[config.mk]
export PLATFORM = sky130hd
export DESIGN_NAME = stack_bytecode_executor_core
export DESIGN_NICKNAME = d
export VERILOG_FILES = /design/src/sbe_pkg.sv /design/src/sbe_stack.sv /design/src/stack_bytecode_executor_core.sv
export VERILOG_INCLUDE_DIRS = /design/src /design/src/src
export SDC_FILE = /design/constraint.sdc
export NUM_CORES = 2
export LEC_CHECK = 0
export ABC_AREA = 0
export BUFFER_PORTS_ARGS = -buffer_cell sky130_fd_sc_hd__clkbuf_2
export CAP_MARGIN = 40
export CELL_PAD_IN_SITES_DETAIL_PLACEMENT = 0
export CELL_PAD_IN_SITES_GLOBAL_PLACEMENT = 2
export CORE_MARGIN = 5
export CORE_UTILIZATION = 45
export DETAILED_ROUTE_END_ITERATION = 7
export PLACE_DENSITY_LB_ADDON = 0.1
export SETUP_SLACK_MARGIN = 0.15
export SYNTH_ARGS = -nofsm -noshare
export SYNTH_HDL_FRONTEND = slang
export SYNTH_SLANG_ARGS = --single-unit
[constraint.sdc]
create_clock -name clk -period 63.9 [get_ports clk]
set_input_delay 3.195 -clock clk [delete_from_list [all_inputs] [get_ports clk]]
set_output_delay 3.195 -clock clk [all_outputs]
set_load 0.005 [all_outputs]
[src/stack_bytecode_executor_core_defines.svh]
// Assertion macros shared by the stack executor RTL.
`ifndef STACK_BYTECODE_EXECUTOR_CORE_DEFINES_SVH
`define STACK_BYTECODE_EXECUTOR_CORE_DEFINES_SVH
`ifndef ASSERT_OFF
`define SBE_ASSERT_IMPL(label, clk, rst_n, ante, cons) \
    label: assert property (@(posedge clk) disable iff (!rst_n) (ante) |-> (cons)) \
        else $error("assertion failed");
`define SBE_ASSERT_NEXT(label, clk, rst_n, ante, cons) \
    label: assert property (@(posedge clk) disable iff (!rst_n) (ante) |=> (cons)) \
        else $error("assertion failed");
`else
`define SBE_ASSERT_IMPL(label, clk, rst_n, ante, cons)
`define SBE_ASSERT_NEXT(label, clk, rst_n, ante, cons)
`endif
`endif

[src/sbe_pkg.sv]
// Shared types and constants of the stack executor.
package sbe_pkg;

    localparam int STACK_DEPTH = 16;
    localparam int DATA_W      = 32;
    localparam int CNT_W       = $clog2(STACK_DEPTH + 1);
    localparam int DEPTH_F_W   = 5;
    localparam int FUNC_W      = 3;
    localparam int STATUS_W    = 2;
    localparam int IN_W        = 40;
    localparam int OUT_W       = 72;

    typedef enum logic [FUNC_W-1:0] {
        OP_PUSH_CONST = 3'd0,
        OP_PUSH_ACC   = 3'd1,
        OP_POP_ACC    = 3'd2,
        OP_ADD        = 3'd3,
        OP_MUL        = 3'd4
    } func_t;

    typedef enum logic [STATUS_W-1:0] {
        ST_OK        = 2'd0,
        ST_UNDERFLOW = 2'd1,
        ST_OVERFLOW  = 2'd2
    } status_t;

    typedef struct packed {
        logic              fire;
        func_t             func;
        logic [DATA_W-1:0] push_data;
    } stack_cmd_t;

    typedef struct packed {
        logic [DATA_W-1:0] cur_top;
        logic [DATA_W-1:0] top;
        logic [CNT_W-1:0]  depth;
        status_t           status;
    } stack_view_t;

endpackage

[src/sbe_stack.sv]
// Operand stack held as a shift line of registers, top entry at index 0.
`include "stack_bytecode_executor_core_defines.svh"
module sbe_stack
(
    input  logic                clk,
    input  logic                rst_n,
    input  sbe_pkg::stack_cmd_t cmd,
    output sbe_pkg::stack_view_t view
);

    logic [sbe_pkg::DATA_W-1:0] stack_reg  [sbe_pkg::STACK_DEPTH];
    logic [sbe_pkg::DATA_W-1:0] stack_next [sbe_pkg::STACK_DEPTH];
    logic [sbe_pkg::CNT_W-1:0]  depth_reg;
    logic [sbe_pkg::CNT_W-1:0]  depth_next;
    logic [sbe_pkg::DATA_W-1:0] comb_result;
    logic                       is_full;
    logic                       is_empty;
    logic                       below_two;
    logic                       do_push;
    logic                       do_pop;
    logic                       do_comb;
    sbe_pkg::status_t           status;

    assign is_full   = (depth_reg == sbe_pkg::CNT_W'(sbe_pkg::STACK_DEPTH));
    assign is_empty  = (depth_reg == '0);
    assign below_two = (depth_reg < sbe_pkg::CNT_W'(2));

    assign comb_result = (cmd.func == sbe_pkg::OP_MUL) ? (stack_reg[0] * stack_reg[1])
                                                       : (stack_reg[0] + stack_reg[1]);

    always_comb
    begin
        status  = sbe_pkg::ST_OK;
        do_push = 1'b0;
        do_pop  = 1'b0;
        do_comb = 1'b0;
        case (cmd.func)
            sbe_pkg::OP_PUSH_CONST,
            sbe_pkg::OP_PUSH_ACC:
            begin
                if (is_full)
                    status = sbe_pkg::ST_OVERFLOW;
                else
                    do_push = 1'b1;
            end
            sbe_pkg::OP_POP_ACC:
            begin
                if (is_empty)
                    status = sbe_pkg::ST_UNDERFLOW;
                else
                    do_pop = 1'b1;
            end
            sbe_pkg::OP_ADD,
            sbe_pkg::OP_MUL:
            begin
                if (below_two)
                    status = sbe_pkg::ST_UNDERFLOW;
                else
                    do_comb = 1'b1;
            end
            default:
            begin
                status = sbe_pkg::ST_OK;
            end
        endcase
    end

    for (genvar i = 0; i < sbe_pkg::STACK_DEPTH; i++)
    begin : g_entry
        logic [sbe_pkg::DATA_W-1:0] shift_dn;
        logic [sbe_pkg::DATA_W-1:0] shift_up;
        logic [sbe_pkg::DATA_W-1:0] shift_up2;

        if (i == 0)
        begin : g_dn_top
            assign shift_dn = cmd.push_data;
        end
        else
        begin : g_dn_mid
            assign shift_dn = stack_reg[i-1];
        end

        if (i < sbe_pkg::STACK_DEPTH - 1)
        begin : g_up_mid
            assign shift_up = stack_reg[i+1];
        end
        else
        begin : g_up_end
            assign shift_up = stack_reg[i];
        end

        // two entries merge into the top, everything below moves up by one
        if (i == 0)
        begin : g_up2_top
            assign shift_up2 = comb_result;
        end
        else
        begin : g_up2_mid
            assign shift_up2 = shift_up;
        end

        always_comb
        begin
            if (do_push)
                stack_next[i] = shift_dn;
            else if (do_pop)
                stack_next[i] = shift_up;
            else if (do_comb)
                stack_next[i] = shift_up2;
            else
                stack_next[i] = stack_reg[i];
        end
    end

    always_ff @(posedge clk)
    begin
        if (cmd.fire)
            stack_reg <= stack_next;
    end

    always_comb
    begin
        if (do_push)
            depth_next = depth_reg + sbe_pkg::CNT_W'(1);
        else if (do_pop || do_comb)
            depth_next = depth_reg - sbe_pkg::CNT_W'(1);
        else
            depth_next = depth_reg;
    end

    always_ff @(posedge clk or negedge rst_n)
    begin
        if (!rst_n)
            depth_reg <= '0;
        else if (cmd.fire)
            depth_reg <= depth_next;
    end

    assign view.cur_top = stack_reg[0];
    assign view.top     = (depth_next == '0) ? '0 : stack_next[0];
    assign view.depth   = depth_next;
    assign view.status  = status;

    `SBE_ASSERT_IMPL(a_depth_bound, clk, rst_n, 1'b1, depth_reg <= sbe_pkg::CNT_W'(sbe_pkg::STACK_DEPTH))
    `SBE_ASSERT_IMPL(a_fault_holds, clk, rst_n, cmd.fire && status != sbe_pkg::ST_OK, depth_next == depth_reg)
    `SBE_ASSERT_NEXT(a_push_grows, clk, rst_n, cmd.fire && do_push, depth_reg == $past(depth_reg) + sbe_pkg::CNT_W'(1))

endmodule

[src/stack_bytecode_executor_core.sv]
// Input beat to result beat: input register, then result register.
// One instruction per cycle unless the output stalls; stack and acc update on execute.
// An input register lets one beat be taken while a result waits on the output.
// Reset (rst_n low, asynchronous): stack empty, accumulator zero, both registers empty.
// Stack entries hold no reset value; only entries below the depth are ever read.
`include "stack_bytecode_executor_core_defines.svh"
module stack_bytecode_executor_core
(
    input  logic                      clk,
    input  logic                      rst_n,
    input  logic                      s_tvalid,
    output logic                      s_tready,
    input  logic [sbe_pkg::IN_W-1:0]  s_tdata,  // func[2:0], constant_value[34:3]
    output logic                      m_tvalid,
    input  logic                      m_tready,
    output logic [sbe_pkg::OUT_W-1:0] m_tdata   // top_value[31:0], accumulator_value[63:32],
                                                // stack_depth[68:64], status[70:69]
);

    logic                       in_valid_reg;
    sbe_pkg::func_t             func_reg;
    logic [sbe_pkg::DATA_W-1:0] const_reg;
    logic                       exec_fire;
    logic                       out_valid_reg;
    logic [sbe_pkg::OUT_W-1:0]  out_data_reg;
    logic [sbe_pkg::OUT_W-1:0]  out_data_next;
    logic [sbe_pkg::DATA_W-1:0] acc_reg;
    logic [sbe_pkg::DATA_W-1:0] acc_next;
    sbe_pkg::stack_cmd_t        cmd;
    sbe_pkg::stack_view_t       view;

    assign exec_fire = in_valid_reg && (!out_valid_reg || m_tready);
    assign s_tready  = !in_valid_reg || exec_fire;

    always_ff @(posedge clk or negedge rst_n)
    begin
        if (!rst_n)
            in_valid_reg <= 1'b0;
        else if (s_tready)
            in_valid_reg <= s_tvalid;
    end

    always_ff @(posedge clk)
    begin
        if (s_tready && s_tvalid)
        begin
            func_reg  <= sbe_pkg::func_t'(s_tdata[sbe_pkg::FUNC_W-1:0]);
            const_reg <= s_tdata[sbe_pkg::FUNC_W +: sbe_pkg::DATA_W];
        end
    end

    assign cmd.fire      = exec_fire;
    assign cmd.func      = func_reg;
    assign cmd.push_data = (func_reg == sbe_pkg::OP_PUSH_ACC) ? acc_reg : const_reg;

    sbe_stack u_stack
    (
        .clk   (clk),
        .rst_n (rst_n),
        .cmd   (cmd),
        .view  (view)
    );

    assign acc_next = (func_reg == sbe_pkg::OP_POP_ACC && view.status == sbe_pkg::ST_OK)
                    ? view.cur_top : acc_reg;

    always_ff @(posedge clk or negedge rst_n)
    begin
        if (!rst_n)
            acc_reg <= '0;
        else if (exec_fire)
            acc_reg <= acc_next;
    end

    assign out_data_next = {1'b0, view.status, sbe_pkg::DEPTH_F_W'(view.depth), acc_next, view.top};

    always_ff @(posedge clk or negedge rst_n)
    begin
        if (!rst_n)
            out_valid_reg <= 1'b0;
        else if (exec_fire)
            out_valid_reg <= 1'b1;
        else if (m_tready)
            out_valid_reg <= 1'b0;
    end

    always_ff @(posedge clk)
    begin
        if (exec_fire)
            out_data_reg <= out_data_next;
    end

    assign m_tvalid = out_valid_reg;
    assign m_tdata  = out_data_reg;

    `SBE_ASSERT_NEXT(a_exec_gives_beat, clk, rst_n, exec_fire, out_valid_reg)
    `SBE_ASSERT_IMPL(a_empty_top_zero, clk, rst_n, out_valid_reg && out_data_reg[68:64] == 5'd0, out_data_reg[31:0] == '0)
    `SBE_ASSERT_IMPL(a_overflow_full, clk, rst_n, exec_fire && view.status == sbe_pkg::ST_OVERFLOW, view.depth == sbe_pkg::CNT_W'(sbe_pkg::STACK_DEPTH))

endmodule

==> out/metrics.cfg <==
[yosys]
async_reset_ff_share_pct = 5.94
synth-warning-count = 0
syn_avg_cell_area_um2 = 9.81
ys_ff_latch = 657
synth_mux_area_share_pct = 0.491
synth-edff-count = 618
synth_area_mm2 = 0.0451
syn-num-nets = 5212
yosysSeqAreaShare_pct = 43.3
yosys.area.top_type = edfxtp_1
syn_inst = 4603
synth_xor_xnor_area_share_pct = 2.09
ys_top_cells_by_area = edfxtp_1, fa_1, nand2_1
synth_top_flop_cell = edfxtp_1
synth_top_area_share_pct = 41.1
yosysMostFrequentCell = nand2_1
synthAdderAreaFrac_pct = 22.5
synth-simple-area-share_pct = 21.2
synthDistinctLibCells = 81
synth_top_family_by_area = adder cells
synth_compound_area_share_pct = 5.09
synth_common_cells = nand2_1, edfxtp_1, fa_1, inv_1, and2_1

[critical_path]
crit_slowest_cell = edfxtp_1
cp_data_required_time_ns = 64.31
crit_type = reg2reg
r2r_start = u_stack.g_entry[0].shift_up[9]
slowest_delay_ns = 0.71
crit_top_cell = fa_1
cp.arrival_ns = 8.83
cp-startpoint = u_stack.g_entry[0].shift_up[9]
critical_path.max_fanout = 15
critPathTopFamily = adder cells
crit_path_cell_trace = buf_4, ha_1, inv_1, fa_1, inv_1, fa_1, fa_1, inv_1, fa_1, inv_1, fa_1, fa_1, fa_1, fa_1, ha_1, and3_1, nand3_1, or3_1, o22ai_1, o21ai_0, a31oi_1, xnor2_1, a211oi_1, o211a_1
startpoint_type = register
crit_path_end_kind = register
cp_num_buf_inv = 5

[cts]
cts_buffers = 76
clock_latency_ns = 0.66
cts.repair.resized = 0
clock-root-buffer = clkbuf_16
cts_buffer_depth = 3
cts_tree = done
clk_pin_slew_ns = 0.06
cts.sink_count = 657
cts_max_level = 3
post-cts-setup-buffers = 0
cts_hold_buf = 0

[cells_and_area]
fillers = 9461
final_util_pct = 49.9
multi_input_area_mm2 = 0.0232
regArea_mm2 = 0.0195
drive_gt1_share_pct = 7.14
syn_to_final_growth_pct = 10.3
largest_reg_flops = 416
fin_nets = 5238

[global_route]
grt_first_pass_wirelength_mm = 189
grt_usage_pct = 22.8
antenna_found_initial = 4
grt_max_degree = 188
grt-ovfl-total = 0
grt_pass1_vias = 31926

[placement]
dp_hpwl_mm = 79.1
gp_congestion = 0.861
io_buffers = 111

[floorplan]
die_w_um = 327
initial_core_util_pct = 45.2
die-area_mm2 = 0.107
die_h_um = 327
core_mm2 = 0.0999
rows = 116
io_pins = 118

[route]
wl_mm = 121
vias = 31578
wl_per_cell_um = 20.2
viasPerCell = 5.27
drc_errors = 0
drtPass1Iterations = 8
drtIter0Drc = 2781
detail-route-antenna-nets = 0

[timing]
worst_clock_skew_ns = 0.0255
slew_headroom_pct = 32.1
setup_viol = 0
rsz0062_at_grt = no
fin_crit_ns = 8.41
tns_ns = 0
max_freq_ghz = 0.119
slew_viol_final = 0
worst_pin_slew_ns = 1.02
fin_crit_sh_pct = 13.2
final-hold-violation-count = 0

[worst_hold_path]
hp-class = reg2reg
hp-start = u_stack.g_entry[13].shift_up[18]

[status]
status = completed

[run]
cap_violations = 0

layout by cell type, fill, tap and decap left out, drive strengths merged, types with 10 or more instances in the layout:
cell / netlist / routed
clkbuf: 219 / 206
nor3: 17 / 17
o21ai: 66 / 66
clkinv: 0 / 34
o221ai: 16 / 16
nand2: 1747 / 1747
inv: 396 / 400
nor2b: 13 / 13
a21o: 13 / 13
and2: 326 / 326
a21oi: 83 / 83
edfxtp: 618 / 618
ha: 156 / 156
fa: 409 / 409
mux2i: 21 / 21
o21a: 24 / 24
a31oi: 39 / 39
nor2: 95 / 95
xor2: 32 / 32
xnor2: 73 / 73
dfrtp: 39 / 39
a211oi: 30 / 30
o22ai: 13 / 13
buf: 30 / 86
nand2b: 10 / 10
nand3: 11 / 11
layer usage:
| layer | vias to the layer above | part of all wire (%) | wire (µm) | GRT usage, % |
|---|---|---|---|---|
| li1 | 14788 | - | - | - |
| met1 | 15908 | 45 | 54300 | 32.3 |
| met2 | 716 | 48 | 57800 | 37.6 |
| met3 | 166 | 5.0 | 6040 | 3.00 |
| met4 | 0 | 2.4 | 2870 | 5.48 |
| met5 | - | 0 | 0 | 0 |
path summary, 6_finish.rpt:
check / end / cells past startpoint / slack [ns]
min reg2reg: u_stack.g_entry[14].shift_up[18] / 0 / 0.45
max: m_tdata[30] / 24 / 55.49
max reg2reg: m_tdata[30] / 24 / 55.49
min in group asynchronous: u_stack.depth_reg[4] / 2 / 2.64
max in group asynchronous: acc_reg[16] / 2 / 60.83
min: u_stack.g_entry[14].shift_up[18] / 0 / 0.45
cells by family after synthesis:
logic type                 count (synthesis)
AOI/OAI and AO/OA                        348
xor gates and xnor gates                 106
adders and majority gates                565
buffers and inverters                    645
DFF                                      657
muxes                                     22
other                                      1
and+or+nand+nor                         2259
stage by stage:
stage / worst slack [ns] / cells / instance area [µm²] / hold WS [ns]
5_1_grt: 55.13 / 5990 / 49800 / 0.449
3_3_place_gp: 54.84 / 5837 / 47000 / 0.429
3_5_place_dp: 55.17 / 5849 / 47300 / 0.433
2_1_floorplan: 40.60 / 4603 / 45100 / 0.426
4_1_cts: 55.52 / 5990 / 49800 / 0.448
6_report: 55.49 / 5991 / 49800 / 0.448
cell type report:
class                   count  share of cell area (%)
well taps                1298                    3.26
clock inverters            46                   0.889
multi-input cells        3301                    46.6
flip-flops and latches    657                    39.2
repair buffers            197                    2.94
inverters                 396                    2.99
clock buffers              95                    4.10
diodes                      1                 0.00502
Power is left out: the tool's default activity adds up to more than one toggle a clock period on the data nets, which glitch-free logic cannot reach.
